$ cat src/rtl/adcmad_pkg.sv
`default_nettype none

package adcmad_pkg;

    // payload widths
    localparam int CHANNEL_W = 2;
    localparam int SAMPLE_W  = 12;
    localparam int AVG_W     = 16;
    localparam int CHANGE_W  = 14;
    localparam int REF_W     = 13;

    // defaults for the top level parameters
    localparam int WINDOW_LENGTH_DEF = 16;
    localparam int CHANNEL_COUNT_DEF = 3;

    localparam int FULL_SCALE = 4095;

    // register map
    localparam int APB_ADDR_W = 2;
    localparam int APB_DATA_W = 32;
    localparam logic [APB_ADDR_W-1:0] REG_REFERENCE_ADDR = 2'd0;
    localparam logic [REF_W-1:0]      REF_RESET          = 13'd3300;

    // change scaling: |diff| * ref, then divided by full scale through a reciprocal
    localparam int CHG_N_W     = SAMPLE_W + REF_W;
    localparam int CHG_SHIFT   = CHG_N_W + SAMPLE_W;
    localparam int CHG_MUL_W   = CHG_N_W + 1;
    localparam int CHG_PROD_W  = CHG_N_W + CHG_MUL_W;
    localparam logic [CHG_MUL_W-1:0] CHG_MUL = CHG_MUL_W'(
        ((64'd1 << CHG_SHIFT) + 64'(FULL_SCALE) - 64'd1) / 64'(FULL_SCALE));

endpackage

`default_nettype wire

$ cat src/rtl/adcmad_ram.sv
`default_nettype none

module adcmad_ram
    import adcmad_pkg::*;
#(
    parameter int WIDTH = SAMPLE_W,
    parameter int DEPTH = CHANNEL_COUNT_DEF * WINDOW_LENGTH_DEF
) (
    input  logic                     aclk,
    input  logic                     we,
    input  logic [$clog2(DEPTH)-1:0] waddr,
    input  logic [WIDTH-1:0]         wdata,
    input  logic                     re,
    input  logic [$clog2(DEPTH)-1:0] raddr,
    output logic [WIDTH-1:0]         rdata
);

    logic [WIDTH-1:0] mem [DEPTH];

    always_ff @(posedge aclk) begin
        if (we) begin
            mem[waddr] <= wdata;
        end
        if (re) begin
            rdata <= mem[raddr];
        end
    end

endmodule

`default_nettype wire

$ cat src/rtl/adcmad_apb.sv
`default_nettype none

module adcmad_apb
    import adcmad_pkg::*;
(
    input  logic                  aclk,
    input  logic                  aresetn,
    input  logic                  psel,
    input  logic                  penable,
    input  logic                  pwrite,
    input  logic [APB_ADDR_W-1:0] paddr,
    input  logic [APB_DATA_W-1:0] pwdata,
    output logic [APB_DATA_W-1:0] prdata,
    output logic                  pready,
    output logic [REF_W-1:0]      reference_mv
);

    logic [REF_W-1:0] ref_reg;
    logic             wr_en;

    assign wr_en = psel && penable && pwrite && (paddr == REG_REFERENCE_ADDR);

    always_ff @(posedge aclk) begin
        if (!aresetn) begin
            ref_reg <= REF_RESET;
        end else if (wr_en) begin
            ref_reg <= pwdata[REF_W-1:0];
        end
    end

    assign pready       = 1'b1;
    assign prdata       = (paddr == REG_REFERENCE_ADDR) ? APB_DATA_W'(ref_reg) : '0;
    assign reference_mv = ref_reg;

endmodule

`default_nettype wire

$ cat src/rtl/adc_moving_average_and_delta.sv
// registers: an input transfer goes through stage 1, stage 2 and the output register to m_*
// throughput: one sample per cycle unless m_ready stalls; one ring read and write-back per sample
// reset: synchronous, active low; clears the pipeline, per-channel sums, previous samples,
// write positions and wrap flags, and sets the reference to 3300 mV; the ring memory itself
// is not cleared, unwritten entries read as zero via the per-channel wrap flag
`default_nettype none

module adc_moving_average_and_delta
    import adcmad_pkg::*;
#(
    parameter int WINDOW_LENGTH = WINDOW_LENGTH_DEF,
    parameter int CHANNEL_COUNT = CHANNEL_COUNT_DEF
) (
    input  logic                       aclk,
    input  logic                       aresetn,
    // configuration
    input  logic                       psel,
    input  logic                       penable,
    input  logic                       pwrite,
    input  logic [APB_ADDR_W-1:0]      paddr,
    input  logic [APB_DATA_W-1:0]      pwdata,
    output logic [APB_DATA_W-1:0]      prdata,
    output logic                       pready,
    // sample input
    input  logic                       s_valid,
    output logic                       s_ready,
    input  logic [CHANNEL_W-1:0]       s_channel,
    input  logic [SAMPLE_W-1:0]        s_sample,
    // results
    output logic                       m_valid,
    input  logic                       m_ready,
    output logic [AVG_W-1:0]           m_average_q4,
    output logic signed [CHANGE_W-1:0] m_change_millivolts
);

    localparam int CH_W     = (CHANNEL_COUNT > 1) ? $clog2(CHANNEL_COUNT) : 1;
    localparam int POS_W    = $clog2(WINDOW_LENGTH);
    localparam int DEPTH    = CHANNEL_COUNT * WINDOW_LENGTH;
    localparam int ADDR_W   = $clog2(DEPTH);
    localparam int SUM_W    = $clog2(WINDOW_LENGTH * FULL_SCALE + 1);

    // average = floor(sum * 16 / window) via an exact reciprocal multiply
    localparam int AVG_N_W    = SUM_W + 4;
    localparam int AVG_SHIFT  = AVG_N_W + POS_W;
    localparam int AVG_MUL_W  = AVG_N_W + 1;
    localparam int AVG_PROD_W = AVG_N_W + AVG_MUL_W;
    localparam logic [AVG_MUL_W-1:0] AVG_MUL = AVG_MUL_W'(
        ((64'd1 << AVG_SHIFT) + 64'(WINDOW_LENGTH) - 64'd1) / 64'(WINDOW_LENGTH));

    localparam logic [POS_W-1:0] POS_LAST = POS_W'(WINDOW_LENGTH - 1);

    // ---------------------------------------------------------------- configuration
    logic [REF_W-1:0] reference_mv;

    adcmad_apb u_apb (
        .aclk         (aclk),
        .aresetn      (aresetn),
        .psel         (psel),
        .penable      (penable),
        .pwrite       (pwrite),
        .paddr        (paddr),
        .pwdata       (pwdata),
        .prdata       (prdata),
        .pready       (pready),
        .reference_mv (reference_mv)
    );

    // ---------------------------------------------------------------- pipeline control
    logic s1_valid_reg;
    logic s2_valid_reg;
    logic m_valid_reg;
    logic in_xfer;
    logic s1_move;
    logic s2_move;

    // each stage moves on when the one after it is empty or moving too
    assign s2_move = s2_valid_reg && (!m_valid_reg || m_ready);
    assign s1_move = s1_valid_reg && (!s2_valid_reg || s2_move);
    assign s_ready = !s1_valid_reg || s1_move;
    assign in_xfer = s_valid && s_ready;
    assign m_valid = m_valid_reg;

    // ---------------------------------------------------------------- per-channel state
    // write position and wrap flag move at the transfer, so a following sample of the
    // same channel already reads the next ring slot; sum and previous sample move when
    // the sample leaves stage 1, in order
    logic [POS_W-1:0]    pos_reg  [CHANNEL_COUNT];
    logic                wrap_reg [CHANNEL_COUNT];
    logic [SUM_W-1:0]    sum_reg  [CHANNEL_COUNT];
    logic [SAMPLE_W-1:0] prev_reg [CHANNEL_COUNT];

    logic             ch_ok;
    logic [CH_W-1:0]  ch_idx;
    logic [POS_W-1:0] pos_cur;
    logic [POS_W-1:0] pos_next;
    logic [ADDR_W-1:0] rd_addr;
    logic             rd_en;

    assign ch_ok    = 32'(s_channel) < 32'(CHANNEL_COUNT);
    assign ch_idx   = CH_W'(s_channel);
    assign pos_cur  = ch_ok ? pos_reg[ch_idx] : '0;
    assign pos_next = (pos_cur == POS_LAST) ? '0 : pos_cur + POS_W'(1);
    assign rd_addr  = ADDR_W'(ADDR_W'(ch_idx) * ADDR_W'(WINDOW_LENGTH)) + ADDR_W'(pos_cur);
    assign rd_en    = in_xfer && ch_ok;

    // ---------------------------------------------------------------- stage 1: ring read
    logic                s1_ok_reg;
    logic [CH_W-1:0]     s1_ch_reg;
    logic [SAMPLE_W-1:0] s1_sample_reg;
    logic                s1_hit_reg;
    logic [ADDR_W-1:0]   s1_addr_reg;
    logic [SAMPLE_W-1:0] ram_rdata;

    always_ff @(posedge aclk) begin
        if (!aresetn) begin
            s1_valid_reg <= 1'b0;
        end else if (in_xfer) begin
            s1_valid_reg <= 1'b1;
        end else if (s1_move) begin
            s1_valid_reg <= 1'b0;
        end
    end

    always_ff @(posedge aclk) begin
        if (in_xfer) begin
            s1_ok_reg     <= ch_ok;
            s1_ch_reg     <= ch_idx;
            s1_sample_reg <= s_sample;
            s1_hit_reg    <= ch_ok && wrap_reg[ch_idx];
            s1_addr_reg   <= rd_addr;
        end
    end

    // write-back of the new sample over the oldest one
    logic ram_we;

    assign ram_we = s1_move && s1_ok_reg;

    adcmad_ram #(
        .WIDTH (SAMPLE_W),
        .DEPTH (DEPTH)
    ) u_ring (
        .aclk  (aclk),
        .we    (ram_we),
        .waddr (s1_addr_reg),
        .wdata (s1_sample_reg),
        .re    (rd_en),
        .raddr (rd_addr),
        .rdata (ram_rdata)
    );

    // a slot not yet written since reset counts as zero
    logic [SAMPLE_W-1:0] oldest;
    logic [SUM_W-1:0]    sum_old;
    logic [SUM_W-1:0]    sum_next;
    logic [SAMPLE_W-1:0] prev_old;
    logic                chg_neg;
    logic [SAMPLE_W-1:0] diff_mag;

    // an out-of-range channel compares the sample with itself, so its difference is zero
    assign oldest   = s1_hit_reg ? ram_rdata : '0;
    assign sum_old  = s1_ok_reg ? sum_reg[s1_ch_reg] : '0;
    assign prev_old = s1_ok_reg ? prev_reg[s1_ch_reg] : s1_sample_reg;
    assign sum_next = sum_old - SUM_W'(oldest) + SUM_W'(s1_sample_reg);
    assign chg_neg  = s1_sample_reg < prev_old;
    assign diff_mag = chg_neg ? prev_old - s1_sample_reg : s1_sample_reg - prev_old;

    always_ff @(posedge aclk) begin
        if (!aresetn) begin
            for (int c = 0; c < CHANNEL_COUNT; c++) begin
                pos_reg[c]  <= '0;
                wrap_reg[c] <= 1'b0;
                sum_reg[c]  <= '0;
                prev_reg[c] <= '0;
            end
        end else begin
            if (rd_en) begin
                pos_reg[ch_idx] <= pos_next;
                if (pos_cur == POS_LAST) begin
                    wrap_reg[ch_idx] <= 1'b1;
                end
            end
            if (ram_we) begin
                sum_reg[s1_ch_reg]  <= sum_next;
                prev_reg[s1_ch_reg] <= s1_sample_reg;
            end
        end
    end

    // ---------------------------------------------------------------- stage 2: products
    logic [AVG_PROD_W-1:0] avg_prod_reg;
    logic [CHG_N_W-1:0]    chg_n_reg;
    logic                  chg_neg_reg;

    always_ff @(posedge aclk) begin
        if (!aresetn) begin
            s2_valid_reg <= 1'b0;
        end else if (s1_move) begin
            s2_valid_reg <= 1'b1;
        end else if (s2_move) begin
            s2_valid_reg <= 1'b0;
        end
    end

    // an out-of-range channel gives zero sum and zero difference, hence a zero result
    always_ff @(posedge aclk) begin
        if (s1_move) begin
            avg_prod_reg <= AVG_PROD_W'({sum_old, 4'b0000}) * AVG_PROD_W'(AVG_MUL);
            chg_n_reg    <= CHG_N_W'(diff_mag) * CHG_N_W'(reference_mv);
            chg_neg_reg  <= chg_neg;
        end
    end

    // ---------------------------------------------------------------- output register
    logic [CHG_PROD_W-1:0] chg_prod;
    logic [CHANGE_W-1:0]   chg_mag;

    // divide by full scale, truncating the magnitude, then reapply the sign
    assign chg_prod = CHG_PROD_W'(chg_n_reg) * CHG_PROD_W'(CHG_MUL);
    assign chg_mag  = CHANGE_W'(chg_prod[CHG_SHIFT +: CHANGE_W-1]);

    always_ff @(posedge aclk) begin
        if (!aresetn) begin
            m_valid_reg <= 1'b0;
        end else if (s2_move) begin
            m_valid_reg <= 1'b1;
        end else if (m_ready) begin
            m_valid_reg <= 1'b0;
        end
    end

    always_ff @(posedge aclk) begin
        if (s2_move) begin
            m_average_q4        <= avg_prod_reg[AVG_SHIFT +: AVG_W];
            m_change_millivolts <= chg_neg_reg ? -chg_mag : chg_mag;
        end
    end

endmodule

`default_nettype wire

$ cat config.mk
export PLATFORM = sky130hd
export DESIGN_NAME = adc_moving_average_and_delta
export DESIGN_NICKNAME = d
export VERILOG_FILES = /design/src/rtl/adcmad_pkg.sv /design/src/rtl/adcmad_ram.sv /design/src/rtl/adcmad_apb.sv /design/src/rtl/adc_moving_average_and_delta.sv
export SDC_FILE = /design/constraint.sdc
export NUM_CORES = 2
export LEC_CHECK = 0
export ABC_AREA = 1
export BUFFER_PORTS_ARGS = -buffer_cell sky130_fd_sc_hd__buf_2
export CORE_UTILIZATION = 50
export DETAILED_ROUTE_END_ITERATION = 12
export PLACE_DENSITY_LB_ADDON = 0.12
export SLEW_MARGIN = 15
export SYNTH_ARGS = -nofsm -noshare
export SYNTH_HDL_FRONTEND = slang
export SYNTH_HIERARCHICAL = 1
export SYNTH_SLANG_ARGS = --single-unit
$ cat constraint.sdc
create_clock -name aclk -period 14.5 [get_ports aclk]
set_input_delay 0.725 -clock aclk [delete_from_list [all_inputs] [get_ports aclk]]
set_output_delay 0.725 -clock aclk [all_outputs]
set_load 0.01 [all_outputs]
=== After elaboration in Yosys (flattened, before gate mapping) ===
Memory sizes are Yosys's and may differ from the RTL's. A register that Yosys moved wholly into a read port is not among the register bits.
Index checks and enable logic that the tools add are counted.

* Bits in registers: 110
* RAM bits: 675
* Output and inout bits: 65
* Logic and storage cells: 95
* Memories kept: 5

* Add/sub/neg operators: 7
* Multiply operators: 2
* Magnitude comparators: 2
* Eq/ne operators: 1
* Multiplexer cells: 40
* Reductions and logical operators: 23

{| class="wikitable"
|+ Memories
! name !! depth !! bits a word !! read ports !! clocked after memory_dff !! write ports !! line !! text
|-
| u_ring.mem || 48 || 12 || 1 || 1 || 1 || adcmad_ram.sv:18 || <nowiki>logic [WIDTH-1:0] mem [DEPTH];</nowiki>
|-
| sum_reg || 3 || 16 || 1 || 1 || 3 || adc_moving_average_and_delta.sv:89 || <nowiki>logic [SUM_W-1:0] sum_reg [CHANNEL_COUNT];</nowiki>
|-
| prev_reg || 3 || 12 || 1 || 1 || 3 || adc_moving_average_and_delta.sv:90 || <nowiki>logic [SAMPLE_W-1:0] prev_reg [CHANNEL_COUNT];</nowiki>
|-
| pos_reg || 3 || 4 || 1 || 0 || 3 || adc_moving_average_and_delta.sv:87 || <nowiki>logic [POS_W-1:0] pos_reg [CHANNEL_COUNT];</nowiki>
|-
| wrap_reg || 3 || 1 || 1 || 0 || 3 || adc_moving_average_and_delta.sv:88 || <nowiki>logic wrap_reg [CHANNEL_COUNT];</nowiki>
|}

{| class="wikitable"
|+ Operator list
! kind !! count
|-
| $mul A25 B26 Y50 const B || 1
|-
| $mux W12 || 4
|-
| $mux W16 || 2
|-
| $mux W13 || 2
|-
| $mul A12 B13 Y25 || 1
|-
| $sub A12 B12 Y12 || 2
|-
| $mux W1 || 23
|-
| $add A16 B12 Y16 || 1
|-
| $reduce_or A16 Y1 || 1
|-
| $sub A16 B12 Y16 || 1
|-
| $neg A13 Y14 || 1
|-
| $lt A12 B12 Y1 || 1
|-
| $mux W2 || 6
|-
| $mux W4 || 3
|-
| $reduce_or A12 Y1 || 1
|-
| $logic_and A1 B1 Y1 || 9
|-
| $add A6 B4 Y6 || 1
|-
| $reduce_bool A2 Y1 || 3
|-
| $add A4 B1 Y4 const B || 1
|-
| $eq A4 B4 Y1 const B || 1
|-
| $reduce_or A4 Y1 || 1
|-
| $logic_not A1 Y1 || 3
|-
| $logic_or A1 B1 Y1 || 3
|-
| $logic_not A2 Y1 || 1
|-
| 2 further kinds || 2
|}

=== Longest topological paths before layout ===
* Depth in word-level cells: 13
* Mapped depth: 46
* Mapped depth without buffers: 43

=== Modules after synthesis ===
Netlist, hierarchy kept.

{| class="wikitable"
|+ By module, submodules not included
! module !! instances !! cells each !! area an instance (µm²) !! sequential area each (µm²)
|-
| adcmad_ram || 1 || 1952 || 23940.5 || 17656.9
|-
| adc_moving_average_and_delta || 1 || 2582 || 21201.6 || 6646.4
|-
| adcmad_apb || 1 || 127 || 817.0 || 260.2
|}

=== Least setup slack after synthesis ===
No wires, ideal clock.

* Path type: reg-to-reg
* From: reg s1_sample_reg[1]
* To: reg chg_n_reg[19] (data pin)
* Data arrival time: 7548 ps
* Required time: 14241 ps
* Setup slack: 6693 ps
* Stages on the path, launching flop included: 36
* Buffers on the path: 2
* Cell sequence: edfxtp_1 > inv_1 > o21ai_0 > inv_1 > fa_1 > nand3_1 > nand2_1 > a21oi_2 > o21ai_2 > nand2_2 > nand2_2 > a21oi_4 > inv_2 > buf_6 > nand2_1 > nand2_1 > inv_2 > buf_6 > nand2_1 > fa_1 > fa_1 > fa_1 > inv_1 > fa_1 > inv_1 > fa_1 > inv_1 > ha_1 > nand2_1 > o21ai_0 > a21oi_1 > o21bai_1 > a21oi_1 > o21ai_0 > a21oi_1 > xnor2_1

* Word-level cells in the longest chain between the ends: 4
* Elaborated cells between the ends (all ways): 6

{| class="wikitable"
|+ Ends and longest elaborated chain
! item !! line !! text
|-
| start, declared || adc_moving_average_and_delta.sv:109 || <nowiki>logic [SAMPLE_W-1:0] s1_sample_reg;</nowiki>
|-
| start signal, assigned || adc_moving_average_and_delta.sv:128 || <nowiki>s1_sample_reg <= s_sample;</nowiki>
|-
| $mux W12 || adc_moving_average_and_delta.sv:163 || <nowiki>assign prev_old = s1_ok_reg ? prev_reg[s1_ch_reg] : s1_sample_reg;</nowiki>
|-
| $sub A12 B12 Y12 or $lt A12 B12 Y1 (tied branches) || adc_moving_average_and_delta.sv:166, adc_moving_average_and_delta.sv:165 ||
|-
| $mux W12 (*) || adc_moving_average_and_delta.sv:166 || <nowiki>assign diff_mag = chg_neg ? prev_old - s1_sample_reg : s1_sample_reg - prev_old;</nowiki>
|-
| $mul A12 B13 Y25 (*) || adc_moving_average_and_delta.sv:209 || <nowiki>chg_n_reg <= CHG_N_W'(diff_mag) * CHG_N_W'(reference_mv);</nowiki>
|-
| end signal, assigned || adc_moving_average_and_delta.sv:209 ||
|-
| end, declared || adc_moving_average_and_delta.sv:192 || <nowiki>logic [CHG_N_W-1:0] chg_n_reg;</nowiki>
|}

Mark *: on every way between the ends. The rest lies on a longest branch, timed or not.
A chain may end at the register's enable or synchronous reset.

==> impl_metrics.toml <==
[clock_network]
clkLatencyLatePin_ps = 660
cts_resized = 0
htree_levels = 3
clock_path_buffers = 3
ctsHoldBuffers = 0
clkTransAtPathRegs_ps = 60
cts_tree = "yes"
root_buffer = "clkbuf_16"
cts_buffers = 90
cts_setup_buffers = 0
cts.sinks = 825

[run]
drv_cap = 0

[timing]
min_period_ps = 9620
finalSetupViolCount = 0
max_freq_ghz = 0.104
timing_hold_violations_final = 0
post-route-period-util_pct = 66.4
slew-limit-headroom_pct = 20.1
slew_violations = 0
setup_ws_ps = 4880
worstMarginPinSlew_ps = 1190
rsz0062_at_grt = "no"
skew_ps = 28.0
tns_ps = 0

[logic_synthesis]
synth-seq-cells = 825
synthTopCellsByArea = "edfxtp_1 (53%), nand2_1 (9.1%), ha_1 (7.5%), fa_1 (6.1%), nor2_1 (4.8%)"
yosys.area.top_type = "edfxtp_1"
syn_area_per_cell_um2 = 9.86
syn_inst = 4661
ys_top_cells_by_count = "nand2_1 (1110), edfxtp_1 (804), nor2_1 (582)"
synthFlopType = "edfxtp_1"
synth_area_um2 = 46000
synth.most_common_cell = "nand2_1"
ys_types = 52
synth_top_cell_area_share_pct = 52.5
yosysWarnings = 6
synth-edff-count = 804
ys_seq_area_share_pct = 53.4
synthArstFlopShare_pct = 0

[worst_setup_path]
crit_required_ps = 14900
reg2reg_depth = 38
crit_fanout = 57
cp_common_cell = "fa_1"
critPathCaptureType = "flop"
arrival_ps = 10020
reg2reg_to = "chg_n_reg[19]$_DFFE_PP_"
critPathLaunchType = "flop"
path_class = "flop to flop"
cpPeakStageDelay_ps = 590
critPathCapture = "chg_n_reg[19]$_DFFE_PP_"
regToRegSetupSlack_ps = 4880
slowest_stage = "fa_1"

[detailed_routing]
antenna_left = 0
routed_wl_mm = 116
drtIter0Drc = 2597
vias_per_cell = 5.36
wl_per_cell_um = 19.3
route.detailed.drc = 0
vias = 32000
drtPass1Iterations = 6

[cells_and_area]
layout-drive-gt1-share_pct = 7.28
largest_register_ffs = 576
finalInstanceArea_um2 = 50100
fin_cells = 5973
fin_nets = 5193
area_growth_syn_to_layout_pct = 8.94

[die]
fp.coreArea_um2 = 90600
die_x_um = 305
io_pins = 120
dieHeight_um = 305
start_util_pct = 50.7
die_area_um2 = 93100
rows = 110

[pwr]
p_total_mw = 12.2
p_leak_nw = 21.3
powerDensity_nw_per_um2 = 244
peakVddDrop_uv = 666

[global_route]
grt_max_degree = 118
gr-total-overflow = 0
grt_pass1_vias = 30300
grt_pass1_wl_mm = 176
grt_util_all_layers_pct = 24.7
antenna_found_initial = 2

[place]
hpwl_mm = 75.0
place_congestion = 0.922
placedInstanceArea_um2 = 47200
port_buffers = 80
place_inst = 5808
dpl_worst_slack_ps = 4950

[hold_path]
worstHoldStart = "s_sample[6]"
hp-class = "input port to flop"

[run_status]
status = "finished clean"
## power by group
part / internal (mW) / leakage (nW) / switching (mW)
sequential: 2.95 / 7.57 / 0.113
clock: 1.29 / 1.38 / 0.946
combinational: 2.57 / 12.3 / 4.35
## layout by cell type, fill, tap and decap left out, types with 22 or more instances in the layout
master | synthesis | final
o21ai_0 | 164 | 164
inv_1 | 559 | 557
o21ai_1 | 33 | 33
xor2_1 | 37 | 37
nor2_1 | 582 | 578
fa_1 | 139 | 139
ha_1 | 275 | 275
a21oi_1 | 90 | 89
o211ai_1 | 50 | 50
edfxtp_1 | 804 | 804
buf_2 | 47 | 80
nand3_1 | 431 | 431
clkinv_1 | 4 | 22
clkbuf_16 | 0 | 90
buf_4 | 31 | 74
nand2_1 | 1110 | 1106
## metrics by stage
step           hold slack, ps  utilization (%)
2_1_floorplan             400                -
3_3_place_gp              402             52.1
3_5_place_dp              405             52.1
4_1_cts                   198             55.3
5_1_grt                   213             55.3
6_report                  245             55.3
## critical path: cells and delay by family (launching register included)
kind                       cells  cell delay (ps)
DFF                            1              310
buffers and inverters          9             2090
xor gates and xnor gates       1              150
AOI/OAI and AO/OA             12             2450
adders and majority gates      7             3410
and+or+nand+nor                9              870
## per-layer routing
| metal | GRT usage, % | part of all wire [%] | vias up |
|---|---|---|---|
| met5 | 0 | 0 | - |
| met4 | 9.29 | 3.4 | 0 |
| met3 | 3.77 | 6.2 | 189 |
| met2 | 39.5 | 47 | 928 |
| met1 | 34.2 | 44 | 15400 |
| li1 | - | - | 15500 |
## cell families after synthesis
kind of cell,after synthesis,synth area share [%]
adders and majority gates,414,13.5
and+or+nand+nor,2195,19.5
AOI/OAI and AO/OA,391,4.87
DFF,825,53.4
other,2,0.0163
buffers and inverters,778,7.57
xor gates and xnor gates,56,1.07
## layout make-up
cell class	instances	area [um^2]
multi-input cells	3076	18000
inverters	577	2180
clock inverters	59	553
well taps	1176	1470
clock buffers	105	2310
fillers	8015	40500
diodes	1	2.50
flip-flops and latches	825	24600
repair buffers	154	956
## worst min path at each step
stage	cells after the start	slack, ps	endpoint
detailed placement	0	410	m_average_q4[4]$_DFFE_PP_
global route	1	210	s1_sample_reg[3]$_DFFE_PP_
global placement	0	400	m_average_q4[5]$_DFFE_PP_
finish	1	250	s1_sample_reg[6]$_DFFE_PP_
CTS	1	200	s1_sample_reg[4]$_DFFE_PP_
floorplan	0	400	m_average_q4[0]$_DFFE_PP_
Note: power is estimated with default switching activity, not from simulation.
